==> src/rtl/frt_pkg.sv <==
// Shared types and constants for the fault-injection rule table.
// Used by frt_rule_mem, frt_walk and fault_injection_rule_table; no dependencies.
package frt_pkg;

  localparam int MAX_RULES_DEF = 8;
  localparam logic [15:0] ANY_QUEUE = 16'hFFFF;
  localparam logic [3:0]  KIND_NONE = 4'd0;

  typedef enum logic [1:0] {
    OP_ADD   = 2'd0,
    OP_CHECK = 2'd1,
    OP_CLEAR = 2'd2
  } op_t;

  typedef enum logic [1:0] {
    ST_DONE = 2'd0,
    ST_NONE = 2'd1,
    ST_FULL = 2'd2
  } status_t;

  typedef struct packed {
    logic [3:0]  kind;
    logic [15:0] target;
    logic [31:0] trigger;
    logic        once;
    logic [31:0] limit;
    logic [31:0] ops_seen;
    logic [31:0] times_injected;
  } rule_t;

  typedef struct packed {
    logic       inject;
    logic [2:0] fired_rule;
    logic [1:0] status;
    logic [7:0] enabled_mask;
    logic [3:0] rule_total;
  } res_t;

  function automatic logic [31:0] sat_inc(input logic [31:0] v);
    sat_inc = (v == 32'hFFFF_FFFF) ? v : v + 32'd1;
  endfunction

endpackage

==> src/rtl/frt_rule_mem.sv <==
// Rule storage: one synchronous memory of rule entries, registered read.
// Depends on frt_pkg for the entry type.
module frt_rule_mem #(
  parameter int DEPTH = frt_pkg::MAX_RULES_DEF,
  parameter int AW    = (DEPTH > 1) ? $clog2(DEPTH) : 1
) (
  input  logic            clk,
  input  logic            wr_en,
  input  logic [AW-1:0]   wr_addr,
  input  frt_pkg::rule_t  wr_data,
  input  logic            rd_en,
  input  logic [AW-1:0]   rd_addr,
  output frt_pkg::rule_t  rd_data
);

  frt_pkg::rule_t mem [DEPTH];

  always_ff @(posedge clk) begin
    if (wr_en) begin
      mem[wr_addr] <= wr_data;
    end
    if (rd_en) begin
      rd_data <= mem[rd_addr];
    end
  end

endmodule

==> src/rtl/frt_walk.sv <==
// Request sequencer: appends rules, walks them one per cycle on a check,
// writes updated counters back. Depends on frt_pkg; drives frt_rule_mem.
module frt_walk #(
  parameter int MAX_RULES = frt_pkg::MAX_RULES_DEF,
  parameter int IW        = (MAX_RULES > 1) ? $clog2(MAX_RULES) : 1,
  parameter int HW        = $clog2(MAX_RULES + 1)
) (
  input  logic            clk,
  input  logic            rst,
  input  logic            req_valid,
  output logic            req_ready,
  input  logic [1:0]      op,
  input  logic [3:0]      error_type,
  input  logic [15:0]     chk_queue,
  input  logic [15:0]     aim_queue,
  input  logic [31:0]     fire_after,
  input  logic            once_only,
  input  logic [31:0]     inject_limit,
  output logic            mem_wr_en,
  output logic [IW-1:0]   mem_wr_addr,
  output frt_pkg::rule_t  mem_wr_data,
  output logic            mem_rd_en,
  output logic [IW-1:0]   mem_rd_addr,
  input  frt_pkg::rule_t  mem_rd_data,
  output logic            res_valid,
  input  logic            res_ready,
  output frt_pkg::res_t   res
);

  typedef enum logic [1:0] {IDLE, EVAL, FINISH} state_t;

  state_t         state;
  logic [IW-1:0]  idx;
  logic [HW-1:0]  held;
  logic [MAX_RULES-1:0] enabled;
  logic [3:0]     kind_q;
  logic [15:0]    qid_q;
  logic           res_inject;
  logic [2:0]     res_fired;
  logic [1:0]     res_status;

  logic full;
  logic more;
  logic hit;
  logic trig_ok;
  logic lim_hit;
  logic injecting;
  logic disabling;
  frt_pkg::rule_t wb;

  assign full = (held == HW'(MAX_RULES));
  assign more = (HW'(idx) + HW'(1)) < held;

  always_comb begin
    hit = enabled[idx] && (mem_rd_data.kind == kind_q) &&
          (mem_rd_data.target == frt_pkg::ANY_QUEUE || mem_rd_data.target == qid_q);
    trig_ok   = mem_rd_data.ops_seen >= mem_rd_data.trigger;
    lim_hit   = mem_rd_data.times_injected >= mem_rd_data.limit;
    injecting = hit && trig_ok && (!mem_rd_data.once || !lim_hit);
    disabling = hit && trig_ok && mem_rd_data.once && lim_hit;
    wb = mem_rd_data;
    wb.ops_seen = frt_pkg::sat_inc(mem_rd_data.ops_seen);
    if (trig_ok && mem_rd_data.once) begin
      wb.times_injected = frt_pkg::sat_inc(mem_rd_data.times_injected);
    end
  end

  always_comb begin
    mem_wr_en   = 1'b0;
    mem_wr_addr = idx;
    mem_wr_data = wb;
    mem_rd_en   = 1'b0;
    mem_rd_addr = '0;
    case (state)
      IDLE: begin
        if (req_valid) begin
          if (op == frt_pkg::OP_ADD && error_type != frt_pkg::KIND_NONE && !full) begin
            mem_wr_en                  = 1'b1;
            mem_wr_addr                = held[IW-1:0];
            mem_wr_data.kind           = error_type;
            mem_wr_data.target         = aim_queue;
            mem_wr_data.trigger        = fire_after;
            mem_wr_data.once           = once_only;
            mem_wr_data.limit          = inject_limit;
            mem_wr_data.ops_seen       = '0;
            mem_wr_data.times_injected = '0;
          end
          if (op == frt_pkg::OP_CHECK && held != '0) begin
            mem_rd_en = 1'b1;
          end
        end
      end
      EVAL: begin
        mem_wr_en = hit;
        if (!injecting && more) begin
          mem_rd_en   = 1'b1;
          mem_rd_addr = idx + IW'(1);
        end
      end
      default: begin
      end
    endcase
  end

  always_ff @(posedge clk) begin
    if (rst) begin
      state   <= IDLE;
      held    <= '0;
      enabled <= '0;
    end else begin
      case (state)
        IDLE: begin
          if (req_valid) begin
            kind_q     <= error_type;
            qid_q      <= chk_queue;
            idx        <= '0;
            res_inject <= 1'b0;
            res_fired  <= '0;
            case (op)
              frt_pkg::OP_ADD: begin
                state <= FINISH;
                if (error_type == frt_pkg::KIND_NONE) begin
                  res_status <= frt_pkg::ST_NONE;
                end else if (full) begin
                  res_status <= frt_pkg::ST_FULL;
                end else begin
                  res_status            <= frt_pkg::ST_DONE;
                  enabled[held[IW-1:0]] <= 1'b1;
                  held                  <= held + HW'(1);
                end
              end
              frt_pkg::OP_CHECK: begin
                res_status <= frt_pkg::ST_DONE;
                state      <= (held != '0) ? EVAL : FINISH;
              end
              frt_pkg::OP_CLEAR: begin
                res_status <= frt_pkg::ST_DONE;
                state      <= FINISH;
                enabled    <= '0;
                held       <= '0;
              end
              default: begin
                res_status <= frt_pkg::ST_DONE;
                state      <= FINISH;
              end
            endcase
          end
        end
        EVAL: begin
          if (disabling) begin
            enabled[idx] <= 1'b0;
          end
          if (injecting) begin
            res_inject <= 1'b1;
            res_fired  <= 3'(idx);
            state      <= FINISH;
          end else if (more) begin
            idx <= idx + IW'(1);
          end else begin
            state <= FINISH;
          end
        end
        FINISH: begin
          if (res_ready) begin
            state <= IDLE;
          end
        end
        default: state <= IDLE;
      endcase
    end
  end

  assign req_ready        = (state == IDLE);
  assign res_valid        = (state == FINISH);
  assign res.inject       = res_inject;
  assign res.fired_rule   = res_fired;
  assign res.status       = res_status;
  assign res.enabled_mask = 8'(enabled);
  assign res.rule_total   = 4'(held);

endmodule

==> src/rtl/fault_injection_rule_table.sv <==
// Fault-injection rule table top: sequencer, rule memory and response register.
// Add, clear, unused codes and a check of an empty table go straight to the response
// state once the request is taken; any other check first visits k rules, then answers,
// k = rules visited (1 up to rules held).
// One request at a time; the next can be taken from the cycle after the response is loaded,
// and a check walks one rule a cycle through the memory read port.
// Reset empties the table and drops any pending response; rule entries stay unwritten.
module fault_injection_rule_table #(
  parameter int MAX_RULES = frt_pkg::MAX_RULES_DEF
) (
  input  logic        clk,
  input  logic        rst,
  input  logic        req_valid,
  output logic        req_ready,
  input  logic [1:0]  op,
  input  logic [3:0]  error_type,
  input  logic [15:0] chk_queue,
  input  logic [15:0] aim_queue,
  input  logic [31:0] fire_after,
  input  logic        once_only,
  input  logic [31:0] inject_limit,
  output logic        rsp_valid,
  input  logic        rsp_ready,
  output logic        inject,
  output logic [2:0]  fired_rule,
  output logic [1:0]  status,
  output logic [7:0]  enabled_mask,
  output logic [3:0]  rule_total
);

  localparam int IW = (MAX_RULES > 1) ? $clog2(MAX_RULES) : 1;

  logic            mem_wr_en;
  logic [IW-1:0]   mem_wr_addr;
  frt_pkg::rule_t  mem_wr_data;
  logic            mem_rd_en;
  logic [IW-1:0]   mem_rd_addr;
  frt_pkg::rule_t  mem_rd_data;
  logic            res_valid;
  logic            res_ready;
  frt_pkg::res_t   res;

  frt_walk #(
    .MAX_RULES (MAX_RULES)
  ) u_walk (
    .clk           (clk),
    .rst           (rst),
    .req_valid     (req_valid),
    .req_ready     (req_ready),
    .op            (op),
    .error_type    (error_type),
    .chk_queue     (chk_queue),
    .aim_queue     (aim_queue),
    .fire_after    (fire_after),
    .once_only     (once_only),
    .inject_limit  (inject_limit),
    .mem_wr_en     (mem_wr_en),
    .mem_wr_addr   (mem_wr_addr),
    .mem_wr_data   (mem_wr_data),
    .mem_rd_en     (mem_rd_en),
    .mem_rd_addr   (mem_rd_addr),
    .mem_rd_data   (mem_rd_data),
    .res_valid     (res_valid),
    .res_ready     (res_ready),
    .res           (res)
  );

  frt_rule_mem #(
    .DEPTH (MAX_RULES)
  ) u_mem (
    .clk     (clk),
    .wr_en   (mem_wr_en),
    .wr_addr (mem_wr_addr),
    .wr_data (mem_wr_data),
    .rd_en   (mem_rd_en),
    .rd_addr (mem_rd_addr),
    .rd_data (mem_rd_data)
  );

  assign res_ready = !rsp_valid || rsp_ready;

  always_ff @(posedge clk) begin
    if (rst) begin
      rsp_valid <= 1'b0;
    end else if (res_ready) begin
      rsp_valid <= res_valid;
      if (res_valid) begin
        inject       <= res.inject;
        fired_rule   <= res.fired_rule;
        status       <= res.status;
        enabled_mask <= res.enabled_mask;
        rule_total   <= res.rule_total;
      end
    end
  end

  a_busy_after_req: assert property (@(posedge clk) disable iff (rst)
    req_valid && req_ready |=> !req_ready)
    else $error("request taken while a request is in flight");

  a_inject_status: assert property (@(posedge clk) disable iff (rst)
    rsp_valid && inject |-> status == frt_pkg::ST_DONE)
    else $error("injecting response carries an add status");

  a_res_hold: assert property (@(posedge clk) disable iff (rst)
    res_valid && !res_ready |=> res_valid && $stable(res))
    else $error("pending response lost or changed");

endmodule
==> config.mk <==
export PLATFORM = sky130hd
export DESIGN_NAME = fault_injection_rule_table
export DESIGN_NICKNAME = d
export VERILOG_FILES = /design/src/rtl/frt_pkg.sv /design/src/rtl/frt_rule_mem.sv /design/src/rtl/frt_walk.sv /design/src/rtl/fault_injection_rule_table.sv
export SDC_FILE = /design/constraint.sdc
export NUM_CORES = 2
export LEC_CHECK = 0
export BUFFER_PORTS_ARGS = -buffer_cell sky130_fd_sc_hd__buf_2
export CAP_MARGIN = 20
export CORE_UTILIZATION = 50
export CTS_CLUSTER_DIAMETER = 50
export DETAILED_ROUTE_END_ITERATION = 16
export GPL_TIMING_DRIVEN = 0
export PLACE_DENSITY = 0.66
export SYNTH_ARGS = -nofsm -noshare
export SYNTH_HDL_FRONTEND = slang
export SYNTH_HIERARCHICAL = 1
export SYNTH_SLANG_ARGS = --single-unit
==> constraint.sdc <==
create_clock -name clk -period 23.4 [get_ports clk]
set_clock_uncertainty 0.05 [all_clocks]
set_input_delay 0 -clock clk [delete_from_list [all_inputs] [get_ports clk]]
set_output_delay 0 -clock clk [all_outputs]
set_load 0.02 [all_outputs]
==> impl_results.md <==
- GRT Total Usage: 0.238
- Synthesized area: around 0.056 mm2
- Required @ worst endpoint: between 20 and 25 ns
- Mapped Nets: 3027
- Die area: 0.114 mm2
- Die height: 337 um
- CTS Buf Count: 146
- Status: finished clean
- Initial antenna violation count: 6
- Register area share after synthesis: 0.747
- Most frequent cells in the layout: edfxtp_1, mux4_2, nand2_1
- Clk sinks: 1403
- TritonCTS clock tree: built
- Drt via density: roughly 5.9
- Syn_area_per_cell: between 15 and 20 um2
- Tot Pwr: 5.16 mW
- Clock root buffer: clkbuf_16
- # resized after CTS: 0
- Static Leakage: 21.4 nW
- Initial DRC Count: 2873
- Nets: 3524
- Most common cell after layout, fill and taps aside: edfxtp_1
- Die width: between 300 and 400 um
- DR DRC count: 0
- IO Count: 127
- H-tree Lvls: 4
- Final GP Congestion: approximately 0.83
- Port Buffer Count: 126
- Dpl cells: around 4600
- Endpoint class of the critical path: flip-flop
- Final period util: 0.285
- Setup-failing EPs final: 0
- Largest net degree at the start of global routing: 25
- Site Rows: 122
- Max Freq: ~0.15 GHz
- Routed vias: 29200
- Final wirelength: 133 mm
- First-pass GRT wire length: 195 mm
- Clk_lat worst skew: 0.76 ns
- Max Slew Vio Count: 0
- Gr ovfl total: 0
- Clock Tree Buf Depth: 3
- Finished Layout Cells: 4941
- Core Region: 0.111 mm2
- Tightest Pin Transition: 1.18 ns
- Yosys warns: 6
- CP Data Arrival Time: 7.05 ns
- Layout cells sized above 1: 0.273
- DR WL/cell: 26.9 um
- Max Cap Viol: 0
- Clock transition at path regs: 0.06 ns
- Pwr/cell area: between 70 and 80 mW/mm2
- Drt first pass iters: 6
- RSZ-0062 raised after global routing: false
- Distinct cells, synth: 66
- Area growth syn-to-layout: 18.2%
- Critical path peak fanout: 10
- Primary FF master, synth: edfxtp_1
- Hpwl dp: 85.3 mm
- Number of global-route vias before repair: roughly 30000
- Type of origin of the critical path: flip-flop
- FF+latch count, synth: 1403
- Critical path class: reg2reg
- Cells after Synth: 2848
- Hold Path Class: in2reg
- ANT nets after route: 0
- Asr flop ratio synth: 0
- Max-slew headroom: 0.208
- Peak supply drop: 74.9 uV
- Initial Util: 0.506
- Ant. Diodes: 0
- Final Hold Viols: 0
- Fillers: 7942
- Period minus WS final: 6.67 ns
- Number of synthesized flops with an enable pin: 1388
[cell type report]
| class | instances | area (um2) | area share |
|---|---|---|---|
| timing repair buffer | 349 | 3620 | 0.0545 |
| inverter | 83 | 312 | 0.00469 |
| buffer | 125 | 687 | 0.0103 |
| tap | 1488 | 1860 | 0.0280 |
| sequential | 1403 | 42000 | 0.632 |
| multi-input combinational | 1237 | 13300 | 0.200 |
| clock inverter | 83 | 772 | 0.0116 |
| clock buffer | 173 | 3880 | 0.0585 |
[repair_timing]
item	CTS	global route
hold buffers	127	0
setup buffers	0	0
endpoints found under the hold margin	760	0
[cells by family after synthesis]
group / after synthesis / synth area share
mux: 453 / 0.150
compound gates: 165 / 0.0170
buf+inv: 208 / 0.0177
flops: 1403 / 0.747
simple gates: 469 / 0.0400
fa+ha+maj: 72 / 0.0160
xor+xnor: 78 / 0.0122
[cells in the mapped netlist (12+ instances only)]
cell type  count  area (um2)
edfxtp_1    1388       41700
mux4_2       298        6710
nand2_1      187         702
mux2_2       149        1680
nor2_1       101         379
o21ai_0       85         425
inv_1         81         304
ha_1          72         901
clkbuf_1      60         225
xnor2_1       41         359
a21oi_1       37         185
xor2_1        37         324
nand3_1       36         180
nand4_1       34         213
nor3_1        31         155
buf_6         25         282
buf_2         20         100
buf_1         19        71.3
dfxtp_1       15         300
nand2b_1      12        75.1
nor4_1        12        75.1
[through the flow]
step	utilization	setup WS, ns	hold WS (ns)	TNS (ns)	area [um2]
floorplan	-	10.13	0.0191	0	56200
global placement	0.528	-4.36	0.131	-1254.34	58700
detailed placement	0.544	16.82	0.129	0	60500
CTS	0.598	16.77	0.0276	0	66400
global route	0.598	16.46	0.0823	0	66400
finish	0.598	16.73	0.0614	0	66400
[worst max-delay path, cell delays in order (launching register included)]
cell	delay, ns
dfxtp_1	0.37
clkbuf_1	0.39
inv_1	0.18
ha_1	0.25
nand3b_1	0.11
nor2b_1	0.20
and2_1	0.16
clkbuf_1	0.47
clkbuf_2	0.83
clkbuf_1	0.73
o21ai_0	0.45
nor3_2	0.91
buf_8	0.25
buf_6	0.19
buf_6	0.19
buf_6	0.19
buf_8	0.17
buf_6	0.18
[power breakdown]
group          internal, mW  total (mW)  switching, mW
sequential             2.77        2.78        0.00850
clock                  1.32        2.25          0.938
combinational        0.0478       0.126         0.0777
[worst paths after layout]
path	startpoint	endpoint	slack, ns	cells after the start
min reg2reg	u_walk/res_status[1]	status[1]	0.37	0
max reg2reg	u_walk/held[0]	u_mem/mem[0][101]	16.73	17
min	inject_limit[3]	u_mem/mem[4][67]	0.06	3
max	u_walk/held[0]	u_mem/mem[0][101]	16.73	17
[routing by layer]
metal | up-vias | GRT usage | routed length (um)
met5 | - | 0 | 21
met4 | 4 | 0.0761 | 3570
met3 | 218 | 0.0386 | 9230
met2 | 1166 | 0.399 | 66500
met1 | 15300 | 0.320 | 53700
li1 | 12500 | - | -
[registers in the layout, summed over array words and instances (netlist names), 3 cells and up]
| name | flops |
|---|---|
| fired_rule | 3 |
| u_mem/rd_data | 149 |
| u_walk/enabled | 8 |
| u_walk/kind_q | 4 |
| u_walk/held | 4 |
| rule_total | 4 |
| u_mem/mem | 1192 |
| u_walk/idx | 3 |
| u_walk/res_fired | 3 |
| u_walk/qid_q | 16 |
| enabled_mask | 8 |
Note: power is estimated with default switching activity, not from simulation.
